### config.mk
export PLATFORM = sky130hd
export DESIGN_NAME = eihe_front
export DESIGN_NICKNAME = d
export VERILOG_FILES = /design/src/design/eihe_pkg.sv /design/src/design/eihe_front.sv
export VERILOG_INCLUDE_DIRS = /design/src /design/src/design
export SDC_FILE = /design/constraint.sdc
export NUM_CORES = 1
export LEC_CHECK = 0
export BUFFER_PORTS_ARGS = -buffer_cell sky130_fd_sc_hd__buf_2
export CAP_MARGIN = 0
export CORE_AREA = 2 2 118 120
export DETAILED_ROUTE_END_ITERATION = 8
export DIE_AREA = 0 0 120 122
export HOLD_SLACK_MARGIN = 0.05
export PLACE_DENSITY = 0.66
export SYNTH_ARGS = -nofsm -noshare
export SYNTH_HDL_FRONTEND = slang
export SYNTH_SLANG_ARGS = --single-unit
### constraint.sdc
create_clock -name clk -period 10.8 [get_ports clk]
set_input_delay 1.08 -clock clk [delete_from_list [all_inputs] [get_ports clk]]
set_output_delay 1.08 -clock clk [all_outputs]
set_load 0.1 [all_outputs]
### src/design/escaped_integer_huffman_encoder_core_macros.svh
// assertion macros shared by the encoder core modules
`ifndef ESCAPED_INTEGER_HUFFMAN_ENCODER_CORE_MACROS_SVH
`define ESCAPED_INTEGER_HUFFMAN_ENCODER_CORE_MACROS_SVH

// property must hold at every clock edge out of reset
`define EIHE_ASSERT(lbl, prop, msg) \
  lbl: assert property (@(posedge clk) disable iff (!rst_n) (prop)) else $error(msg);

// condition must never be true out of reset
`define EIHE_ASSERT_NEVER(lbl, cond, msg) \
  `EIHE_ASSERT(lbl, !(cond), msg)

`endif

### src/design/eihe_pkg.sv
// types and constants of the escaped integer huffman encoder
`default_nettype none

package eihe_pkg;

  localparam int TABLE_DEPTH = 512;
  localparam int TBL_AW      = $clog2(TABLE_DEPTH);

  localparam int IDX_W  = 9;
  localparam int CODE_W = 15;
  localparam int LEN_W  = 4;
  localparam int VAL_W  = 32;
  localparam int ENT_W  = CODE_W + LEN_W;

  localparam int CQ_DEPTH = 2;
  localparam int CQ_AW    = $clog2(CQ_DEPTH);
  localparam int CQ_CW    = $clog2(CQ_DEPTH + 1);

  localparam int OQ_DEPTH = 4;
  localparam int OQ_AW    = $clog2(OQ_DEPTH);
  localparam int OQ_CW    = $clog2(OQ_DEPTH + 1);

  localparam logic [1:0] REQ_LOAD = 2'd0;
  localparam logic [1:0] REQ_ENC  = 2'd1;
  localparam logic [1:0] REQ_EOT  = 2'd2;
  localparam logic [1:0] REQ_NONE = 2'd3;

  localparam logic [1:0] CFG_ESC2 = 2'd0;
  localparam logic [1:0] CFG_ESCB = 2'd1;
  localparam logic [1:0] CFG_NULL = 2'd2;
  localparam logic [1:0] CFG_EOT  = 2'd3;

  localparam logic [IDX_W-1:0] ESC2_RST = 9'd256;
  localparam logic [IDX_W-1:0] ESCB_RST = 9'd257;
  localparam logic [IDX_W-1:0] NULL_RST = 9'd258;
  localparam logic [IDX_W-1:0] EOT_RST  = 9'd259;

  typedef enum logic [1:0] {
    KIND_LOAD,
    KIND_ENC,
    KIND_EOT
  } kind_t;

  typedef enum logic [2:0] {
    CLS_B8,
    CLS_B10,
    CLS_B12,
    CLS_B14,
    CLS_B16,
    CLS_NULL,
    CLS_B24,
    CLS_B32
  } cls_t;

  typedef struct packed {
    logic [1:0]              req_type;
    logic [IDX_W-1:0]        entry_index;
    logic [CODE_W-1:0]       entry_code;
    logic [LEN_W-1:0]        entry_length;
    logic signed [VAL_W-1:0] value;
  } in_item_t;

  typedef struct packed {
    logic [CODE_W-1:0] chunk_bits;
    logic [LEN_W-1:0]  chunk_length;
    logic              chunk_is_payload;
    logic              last;
  } out_item_t;

  typedef struct packed {
    kind_t             kind;
    cls_t              cls;
    logic [VAL_W-1:0]  value;
    logic [IDX_W-1:0]  entry_index;
    logic [CODE_W-1:0] entry_code;
    logic [LEN_W-1:0]  entry_length;
  } cmd_t;

  typedef struct packed {
    logic valid;
    cmd_t cmd;
  } head_t;

endpackage

`default_nettype wire

### src/design/eihe_front.sv
// front end: accepts input items, classifies them and queues commands
`default_nettype none
`include "escaped_integer_huffman_encoder_core_macros.svh"

module eihe_front (
  input  wire logic              clk,
  input  wire logic              rst_n,
  input  wire logic              in_push,
  output logic                   in_full,
  input  wire eihe_pkg::in_item_t in_item,
  output eihe_pkg::head_t        head,
  input  wire logic              cmd_pop
);

  localparam int CQ_DEPTH = eihe_pkg::CQ_DEPTH;
  localparam int CQ_AW    = eihe_pkg::CQ_AW;
  localparam int CQ_CW    = eihe_pkg::CQ_CW;

  eihe_pkg::cmd_t   cq_r [CQ_DEPTH];
  logic [CQ_AW-1:0] wr_ptr_r, wr_ptr_nxt;
  logic [CQ_AW-1:0] rd_ptr_r, rd_ptr_nxt;
  logic [CQ_CW-1:0] cq_cnt_r, cq_cnt_nxt;

  logic             accepted;
  logic             enq;
  logic [31:0]      v;
  logic             f8, f10, f12, f14, f16, f24, is_min;
  eihe_pkg::cmd_t   new_cmd;

  assign v = in_item.value;

  // range of the value by sign-extension checks
  always_comb begin
    f8     = (v[31:7]  == {25{v[31]}});
    f10    = (v[31:9]  == {23{v[31]}});
    f12    = (v[31:11] == {21{v[31]}});
    f14    = (v[31:13] == {19{v[31]}});
    f16    = (v[31:15] == {17{v[31]}});
    f24    = (v[31:23] == {9{v[31]}});
    is_min = (v == 32'h8000_0000);
  end

  always_comb begin
    new_cmd.value        = v;
    new_cmd.entry_index  = in_item.entry_index;
    new_cmd.entry_code   = in_item.entry_code;
    new_cmd.entry_length = in_item.entry_length;
    case (in_item.req_type)
      eihe_pkg::REQ_LOAD: new_cmd.kind = eihe_pkg::KIND_LOAD;
      eihe_pkg::REQ_EOT:  new_cmd.kind = eihe_pkg::KIND_EOT;
      default:            new_cmd.kind = eihe_pkg::KIND_ENC;
    endcase
    if (f8) begin
      new_cmd.cls = eihe_pkg::CLS_B8;
    end else if (f10) begin
      new_cmd.cls = eihe_pkg::CLS_B10;
    end else if (f12) begin
      new_cmd.cls = eihe_pkg::CLS_B12;
    end else if (f14) begin
      new_cmd.cls = eihe_pkg::CLS_B14;
    end else if (f16) begin
      new_cmd.cls = eihe_pkg::CLS_B16;
    end else if (is_min) begin
      new_cmd.cls = eihe_pkg::CLS_NULL;
    end else if (f24) begin
      new_cmd.cls = eihe_pkg::CLS_B24;
    end else begin
      new_cmd.cls = eihe_pkg::CLS_B32;
    end
  end

  assign in_full  = (cq_cnt_r == CQ_CW'(CQ_DEPTH));
  assign accepted = in_push && !in_full;
  // reserved request type is dropped here
  assign enq      = accepted && (in_item.req_type != eihe_pkg::REQ_NONE);

  assign head.valid = (cq_cnt_r != '0);
  assign head.cmd   = cq_r[rd_ptr_r];

  always_comb begin
    wr_ptr_nxt = enq ? wr_ptr_r + CQ_AW'(1) : wr_ptr_r;
    rd_ptr_nxt = cmd_pop ? rd_ptr_r + CQ_AW'(1) : rd_ptr_r;
    cq_cnt_nxt = cq_cnt_r + CQ_CW'(enq) - CQ_CW'(cmd_pop);
  end

  always_ff @(posedge clk) begin
    if (!rst_n) begin
      wr_ptr_r <= '0;
      rd_ptr_r <= '0;
      cq_cnt_r <= '0;
    end else begin
      wr_ptr_r <= wr_ptr_nxt;
      rd_ptr_r <= rd_ptr_nxt;
      cq_cnt_r <= cq_cnt_nxt;
    end
  end

  always_ff @(posedge clk) begin
    if (enq) begin
      cq_r[wr_ptr_r] <= new_cmd;
    end
  end

  `EIHE_ASSERT(a_cq_bound, cq_cnt_r <= CQ_CW'(CQ_DEPTH), "command queue count out of range")
  `EIHE_ASSERT_NEVER(a_pop_empty, cmd_pop && (cq_cnt_r == '0), "command popped from empty queue")
  `EIHE_ASSERT(a_enq_lands, (enq && !cmd_pop) |=> (cq_cnt_r == $past(cq_cnt_r) + 1'b1), "command lost on enqueue")

endmodule

`default_nettype wire

==> results of run 1 <==
-- layer usage --
metal,vias up,track usage,share of wire
met5,-,0,0
met4,0,0.0706,0.018
li1,1364,-,-
met2,90,0.237,0.53
met3,15,0.0393,0.050
met1,1390,0.158,0.40
-- logic make-up after synthesis --
| family | Yosys count |
|---|---|
| AOI/OAI and AO/OA | 10 |
| muxes | 66 |
| DFF | 135 |
| buffers and inverters | 13 |
| adders and majority gates | 3 |
| and+or+nand+nor | 40 |
| xor gates and xnor gates | 3 |
-- worst max-delay path by stage --
stage / from / end / cells past startpoint
floorplan: in_item[60] / cq_r[0][0]$_DFFE_PP_ / 3
global placement: in_item[60] / cq_r[1][33]$_DFFE_PP_ / 5
detailed placement: in_item[60] / cq_r[0][33]$_DFFE_PP_ / 5
CTS: flop / head[56] / 3
global route: flop / head[61] / 3
finish: flop / head[44] / 3
-- cells in the mapped netlist, drive strengths merged --
cell	count
edfxtp	130
mux2	65
buf	6
and2	5
dfxtp	5
nand2	5
or4	5
inv	4
nor2	4
nor3	4
clkbuf	3
ha	3
nand3	3
nand4	3
o21ai	3
nor2b	2
nor4	2
or3	2
xnor2	2
a2bb2oi	1
a31oi	1
and3	1
and4	1
mux2i	1
nand3b	1
nor4b	1
o2111ai	1
o211ai	1
o21a	1
o221ai	1
o22ai	1
or2	1
xor2	1
-- cell type report --
type,instances,share of cell area
clock buffers,18,0.0637
clock inverters,14,0.0341
inverters,4,0.00223
multi-input cells,122,0.171
flip-flops and latches,135,0.594
well taps,180,0.0334
repair buffers,135,0.101
-- stage by stage --
step                      setup slack, ps  total power [mW]  std cells  hold slack [ps]  cell area, µm²
after floorplan                      6290              1.01        270              550            5200
after global placement               7500              1.08        576              568            6080
after detailed placement             7460              1.08        576              572            6080
after CTS                            7080              1.72        608              578            6740
after global routing                 7010              1.76        608              610            6740
final                                7190              1.70        608              574            6740
-- sequential cells by signal (all words and copies together) (netlist names), named ones only --
register,cells
rd_ptr_r,1
cq_cnt_r,2
cq_r,130
wr_ptr_r,1
-- worst max-delay path: cells and delay by family (launching register included) --
kind | cells | cell delay (ps)
buffers and inverters | 2 | 810
multiplexers | 1 | 400
flip-flops | 1 | 890
-- power by group --
group / internal [mW] / switching, mW / total [mW] / leakage (nW)
Sequential: 0.631 / 0.0158 / 0.646 / 1.23
Combinational: 0.0761 / 0.344 / 0.421 / 0.931
Clock: 0.430 / 0.203 / 0.633 / 0.313
-- placed cells by master (no fill, tap or decap), drive strengths merged, types with 2 or more instances in the layout --
cell        n
and2        5
buf       135
bufinv      6
clkbuf     18
clkinv      5
clkinvlp    3
dfxtp       5
edfxtp    130
ha          3
inv         4
mux2       65
nand2       5
nand3       3
nand4       3
nor2        4
nor2b       2
nor3        4
nor4        2
o21ai       3
or3         2
or4         5
xnor2       2
==> out/qor.txt, run 1 <==
status = finished clean
r2r setup slk = 8300 ps
Crit. End Element = primary output
Worst-Margin Slew = 933 ps
first-iteration detailed-routing DRC count = 163
fmax = 0.277 GHz
gp weighted congestion = 0.678
Synth Area in Adders = 0.00722
nets = 484
largest cells by area after synthesis = edfxtp_1, mux2_2, dfxtp_1, ha_1, nor3_4
sequential share of the synthesized area = 0.770
Yosys cell types = 37
Leak Pwr = 2.47 nW
port bufs = 132
mean post-synth cell area = 19.3 µm²
Synth area leader = edfxtp_1
vias in the first global route = 2945
crit path time final = 3610 ps
WL final = 9.73 mm
clk sinks = 135
Max Cap Viol = 0
worst skew pair latency = 410 ps
drt wl/cell = 16.0 µm
yosys warns = 0
largest family of logic cells by synthesized area = multiplexers
Final ANT Viol Nets = 0
crit path cell chain = buf_4 -> mux2_2 -> buf_2
fillcell total = 1142
critical path data required time = 9720 ps
first-pass GRT wire length = 14.9 mm
CTS clk-pin slew, worst paths = 60 ps
FP Rows = 43
# diodes = 0
Starting Density = 0.385
Core ar. = 13500 µm²
Final Hold Vio Count = 0
Clock Skew = 6.63 ps
hold buffers post-CTS = 0
Final HPWL DP = 6.53 mm
max-slew violations = 0
antenna violations before repair = 0
Hold Crit Class = reg2reg
largest net degree at the start of global routing = 36
DIE HEIGHT = 122 µm
multi-input combinational cell area = 1150 µm²
Yosys reg bits = 135
Bufs on Longest Clock Path = 2
Post-CTS Repair Setup Buffers = 0
cell count of the worst hold path = 2
Post-Synth Simple-Gate Area = 0.0496
hold path start = rd_ptr_r$_SDFFE_PN0P_
Synth Area in XOR/XNOR = 0.00505
Die X = 120 µm
final worst path period share = 0.334
Total Neg Setup Slack = 0 ps
CTS tree = yes
total track usage = 0.138
Cells after Synth = 270
CP Class = reg2out
H-tree Lvls = 4
Synth top area share = 0.751
die area = 14600 µm²
I/O Pins = 133
slew margin rel. = 0.377
share of cells above drive strength 1 = 0.558
Register Area = 4010 µm²
syn nets = 339
Power Density = 252 nW/µm²
highest-delay cell along the critical path = dfxtp_2
crit path max fanout = 35
clock buffer count from CTS = 17
Reg2Reg Capture Point = cq_r[0][33]$_DFFE_PP_
GR Overflow Total = 0
multiplexer share of the synthesized area = 0.143
vias per inst = 4.70
Netlist Area Pre-Place = 5200 µm²
Layout area overhead = 29.7%
VDD IR max = 0.153 mV
crit path DAT = 2530 ps
RSZ-0062 raised after global routing = no
# setup viols final = 0
R2R cell count = 4
Detailed Routing Iterations Pass 1 = 6
Synth Area in Compound Gates = 0.0144
# resized after CTS = 0
Root Buffer = clkbuf_16
Util after Layout = 0.499
Vias = 2859
Crit Reg-Reg Startpoint = cq_cnt_r[1]$_SDFF_PN0_
CP max stage delay = 890 ps
DRC Markers = 0
Worst setup SP type = flop
No activity file was read; power rests on OpenSTA's default activity.
==> run 2, diff against run 1 <==
PLACE_DENSITY = 0.68   (was 0.66)
clock period = 3.3 ns   (was 10.8 ns; I/O delays follow)
==> out/qor.txt, run 2 (synthesized netlist as in run 1, its figures left out) <==
fin worst setup slack = 882 ps (-6310 ps)
gp weighted congestion = 0.720 (+6.1%)
Core ar. = 13500 µm² (unchanged)
Leak Pwr = 2.48 nW (+0.35%)
Register Area = 4010 µm² (unchanged)
CP Class = reg2out
I/O Pins = 133 (unchanged)
Reg power frac = 0.382 (+0.002)
crit path time final = 2420 ps
largest net degree at the start of global routing = 47 (+31%)
# setup viols final = 0 (unchanged)
Hold Crit Class = in2reg
Starting Density = 0.385 (unchanged)
crit path DAT = 2090 ps (-440 ps)
DRC Markers = 0 (unchanged)
# diodes = 0 (unchanged)
dpl ws = 1250 ps (-6210 ps)
commonest non-fill, non-tap cells in the layout = buf_2, edfxtp_1, mux2_2
hold buffers post-CTS = 0 (unchanged)
worst skew pair latency = 410 ps (about the same)
max-slew violations = 0 (unchanged)
Post-Layout Inst Area = 6760 µm² (+0.22%)
Power Density = 816 nW/µm² (+220%)
switching share of total power = 0.338 (+0.00720)
placed insts = 578 (+0.35%)
die area = 14600 µm² (unchanged)
CTS clk-pin slew, worst paths = 60 ps (about the same)
Detailed Routing Iterations Pass 1 = 4 (-2)
Layout area overhead = 30.0%
RSZ-0062 raised after global routing = no
Max Cap Viol = 0 (unchanged)
Crit. End Element = primary output
status = finished clean
# resized after CTS = 0 (unchanged)
clock buffer count from CTS = 17 (unchanged)
Area after DPL = 6120 µm² (+0.66%)
vias in the first global route = 3070 (+4.2%)
Post-CTS Repair Setup Buffers = 0 (unchanged)
drt wl/cell = 16.2 µm (+1.3%)
Worst setup SP type = flop
total track usage = 0.143 (+0.00490)
commonest non-fill, non-tap cell in the layout = buf_2
Worst-Margin Slew = 616 ps (-317 ps)
Final ANT Viol Nets = 0 (unchanged)
Vias = 2916 (+2.0%)
antenna violations before repair = 0 (unchanged)
Post-Layout Cell Count = 610 (+0.33%)
share of cells above drive strength 1 = 0.558 (about the same)
Clock Skew = 4.33 ps (-2.30 ps)
Reg with most FFs = cq_r
Bufs on Longest Clock Path = 2 (unchanged)
DIE HEIGHT = 122 µm (unchanged)
Internal = 3.65 mW (+220%)
total chip power = 5.51 mW (+220%)
Die X = 120 µm (unchanged)
r2r setup slk = 1280 ps (-7020 ps)
WL final = 9.89 mm (+1.7%)
fillcell total = 1167 (+2.2%)
nets = 486 (+0.41%)
slew margin rel. = 0.588 (+0.212)
vias per inst = 4.78 (+1.7%)
GR Overflow Total = 0 (unchanged)
sw power = 1.87 mW (+230%)
Final HPWL DP = 6.67 mm (+2.1%)
first-pass GRT wire length = 15.6 mm (+4.5%)
Regs by FF count = cq_r x130, cq_cnt_r x2
FP Rows = 43 (unchanged)
crit path max fanout = 21 (-40%)
H-tree Lvls = 4 (unchanged)
VDD IR max = 0.314 mV (+110%)
Final Hold Vio Count = 0 (unchanged)
fmax = 0.414 GHz
final worst path period share = 0.733
combinational power share = 0.254 (+0.007)
Root Buffer = clkbuf_16
clk sinks = 135 (unchanged)
hold slack final = 109 ps (-465 ps)
CTS tree = yes
port bufs = 132 (unchanged)
multi-input combinational cell area = 1150 µm² (unchanged)
first-iteration detailed-routing DRC count = 191 (+17%)
max FFs per register = 130 (unchanged)
clock power share = 0.364 (-0.008)
critical path data required time = 2970 ps (-6750 ps)
[run 2: cell count changes in the layout (fill, tap and decap cells not counted)]
cell / before / now
bufinv_16: 6 / 5
buf_12: 0 / 2
clkinvlp_4: 3 / 2
clkinv_4: 1 / 2
clkinv_1: 1 / 3
clkbuf_1: 1 / 0
[run 2: stage by stage]
step | util | TNS [ps]
3_5_place_dp | 0.453 | 0
5_1_grt | 0.500 | 0
6_report | 0.500 | 0
3_3_place_gp | 0.453 | 0
4_1_cts | 0.500 | 0
2_1_floorplan | - | -869
[run 2: routing by layer]
| layer | wire (µm) | vias up | global-route usage |
|---|---|---|---|
| met3 | 594 | 17 | 0.0506 |
| met2 | 5080 | 84 | 0.244 |
| met1 | 3990 | 1443 | 0.161 |
| li1 | - | 1372 | - |
| met4 | 214 | 0 | 0.0669 |
| met5 | 0 | - | 0 |
[run 2: cell type report]
| class | count | share of cell area |
|---|---|---|
| clock buffer | 17 | 0.0630 |
| clock inverter | 15 | 0.0309 |
| inverter | 4 | 0.00222 |
| multi-input combinational | 122 | 0.171 |
| sequential | 135 | 0.593 |
| tap | 180 | 0.0333 |
| timing repair buffer | 137 | 0.107 |
[run 2: final timing paths]
path	startpoint	endpoint	cells past startpoint
setup / recovery	flop	head[60]	3
hold / removal	in_item[51]	cq_r[0][19]$_DFFE_PP_	1
setup reg to reg	cq_cnt_r[1]$_SDFF_PN0_	cq_r[1][57]$_DFFE_PP_	4
hold reg to reg	rd_ptr_r$_SDFFE_PN0P_	flop	2
[run 2: worst max-delay path: stages, from the launching register on]
cell,delay (ps)
dfxtp_2,600
buf_4,370
mux2_2,400
buf_2,300
[run 2: power groups by stage]
stage          logic, mW  clock network (mW)  registers [mW]
6_report            1.40                2.01            2.11
5_1_grt             1.45                2.12            2.12
4_1_cts             1.42                2.05            2.11
3_5_place_dp        1.41                   0            2.14
3_3_place_gp        1.40                   0            2.13
2_1_floorplan       1.18                   0            2.13
==> run 3, diff against run 2 <==
clock period = 2.2 ns   (was 3.3 ns; I/O delays follow)
==> out/qor.txt, run 3 (synthesized netlist as in run 1, its figures left out) <==
Hold Crit Class = in2reg
max FFs per register = 130 (unchanged)
Regs by FF count = cq_r x130, cq_cnt_r x2
Die X = 120 µm (unchanged)
gp weighted congestion = 0.752 (+4.5%)
port bufs = 132 (unchanged)
hold path start = rst_n
share of cells above drive strength 1 = 0.489 (-0.0693)
I/O Pins = 133 (unchanged)
slew margin rel. = 0.627 (+0.0393)
Leak Pwr = 2.77 nW (+12%)
vias per inst = 4.66 (-2.6%)
DRC Markers = 0 (unchanged)
WL final = 10.3 mm (+4.0%)
Reg2Reg Capture Point = cq_cnt_r[1]$_SDFF_PN0_
status = finished clean
max-slew violations = 0 (unchanged)
Final Hold Vio Count = 0 (unchanged)
r2r setup slk = 350 ps (-930 ps)
highest-delay cell along the critical path = mux2_2
crit path time final = 2050 ps
Final HPWL DP = 6.35 mm (-4.8%)
antenna violations before repair = 0 (unchanged)
Final ANT Viol Nets = 0 (unchanged)
# diodes = 0 (unchanged)
dpl ws = 341 ps (-909 ps)
GR Overflow Total = 0 (unchanged)
FP Rows = 43 (unchanged)
clock power share = 0.334 (-0.030)
vias in the first global route = 3191 (+3.9%)
Worst-Margin Slew = 554 ps (-62.5 ps)
Max Cap Viol = 0 (unchanged)
Post-Layout Cell Count = 671 (+10%)
drt wl/cell = 15.3 µm (-5.5%)
R2R cell count = 8 (+4)
CTS clk-pin slew, worst paths = 50 ps (about the same)
DIE HEIGHT = 122 µm (unchanged)
crit path max fanout = 31 (+48%)
Layout area overhead = 43.2%
switching share of total power = 0.340 (+0.00181)
Crit Reg-Reg Startpoint = cq_cnt_r[1]$_SDFF_PN0_
CP Class = reg2out
Detailed Routing Iterations Pass 1 = 4 (unchanged)
Crit. End Element = primary output
die area = 14600 µm² (unchanged)
Starting Density = 0.385 (unchanged)
nets = 547 (+13%)
fin worst setup slack = 147 ps (-735 ps)
commonest non-fill, non-tap cell in the layout = edfxtp_1
final worst path period share = 0.933
first-pass GRT wire length = 16.3 mm (+4.6%)
CTS tree = yes
Core ar. = 13500 µm² (unchanged)
cell count of the worst hold path = 2 (+1)
Reg with most FFs = cq_r
worst skew pair latency = 410 ps (about the same)
largest net degree at the start of global routing = 66 (+40%)
clock buffer count from CTS = 17 (unchanged)
crit path DAT = 1830 ps (-260 ps)
VDD IR max = 0.636 mV (+100%)
total chip power = 8.15 mW (+48%)
# setup viols final = 0 (unchanged)
Reg power frac = 0.387 (+0.005)
total track usage = 0.149 (+0.00557)
first-iteration detailed-routing DRC count = 167 (-13%)
fmax = 0.487 GHz
crit path cell chain = buf_4 -> mux2_2 -> buf_2
CP max stage delay = 390 ps (-210 ps)
Worst setup SP type = flop
H-tree Lvls = 4 (unchanged)
Post-CTS Repair Setup Buffers = 0 (unchanged)
Clock Skew = 6.18 ps (+1.85 ps)
sw power = 2.77 mW (+49%)
clk sinks = 135 (unchanged)
commonest non-fill, non-tap cells in the layout = edfxtp_1, buf_2, mux2_2
combinational power share = 0.279 (+0.025)
hold endpoint = cq_cnt_r[0]$_SDFF_PN0_
placed insts = 579 (+0.17%)
Power Density = 1090 nW/µm² (+34%)
Bufs on Longest Clock Path = 2 (unchanged)
Root Buffer = clkbuf_16
critical path data required time = 1980 ps (-990 ps)
Internal = 5.38 mW (+47%)
RSZ-0062 raised after global routing = no
Vias = 3125 (+7.2%)
==> run 3: power by group through the flow <==
stage          logic (mW)  registers (mW)  clock network [mW]
6_report             2.27            3.15                2.72
5_1_grt              2.36            3.18                2.90
4_1_cts              2.29            3.16                2.80
3_5_place_dp         2.20            3.21                   0
3_3_place_gp         2.19            3.19                   0
2_1_floorplan        1.79            3.19                   0
==> run 3: how the worst max path moves through the flow <==
stage                           start                endpoint  slack [ps]  cells past startpoint
2_1_floorplan  cq_cnt_r[1]$_SDFF_PN0_    cq_r[0][0]$_DFFE_PP_         -90                      3
3_3_place_gp   cq_cnt_r[1]$_SDFF_PN0_  cq_cnt_r[1]$_SDFF_PN0_         430                      8
3_5_place_dp   cq_cnt_r[1]$_SDFF_PN0_  cq_cnt_r[1]$_SDFF_PN0_         340                      8
4_1_cts                          flop                head[15]         110                      3
5_1_grt                          flop                head[15]          40                      3
6_report                         flop                head[11]         150                      3
==> run 3: critical path: cells and delay by family, from the launching register on <==
kind     cells  cell delay [ps]
mux          1              390
flops        1              350
buf+inv      2              650
==> run 3: final cells by class <==
cell class | instances | area (µm²)
multi-input combinational | 122 | 1160
timing repair buffer | 198 | 1460
sequential | 135 | 4010
clock inverter | 12 | 134
inverter | 4 | 15.0
fill | 1079 | 6060
clock buffer | 20 | 437
tap | 180 | 225
==> run 3: stage by stage <==
stage / area, µm² / setup TNS (ps) / hold slack, ps / utilization
floorplan: 5220 / -10960 / 319 / -
global placement: 6270 / 0 / 408 / 0.465
detailed placement: 6270 / 0 / 411 / 0.465
CTS: 7440 / 0 / 58.7 / 0.551
global route: 7440 / 0 / 74.5 / 0.551
finish: 7440 / 0 / 77.5 / 0.551
==> run 3: repair_timing <==
item | in CTS | in global routing
resized for setup | 0 | 0
endpoints found under the hold margin | 120 | 0
hold buffers | 60 | 0
==> run 3: layer usage <==
metal	vias to the layer above	global-route usage	share of wire
li1	1491	-	-
met1	1522	0.181	0.42
met2	97	0.241	0.51
met3	15	0.0445	0.053
met4	0	0.0728	0.018
met5	-	0	0
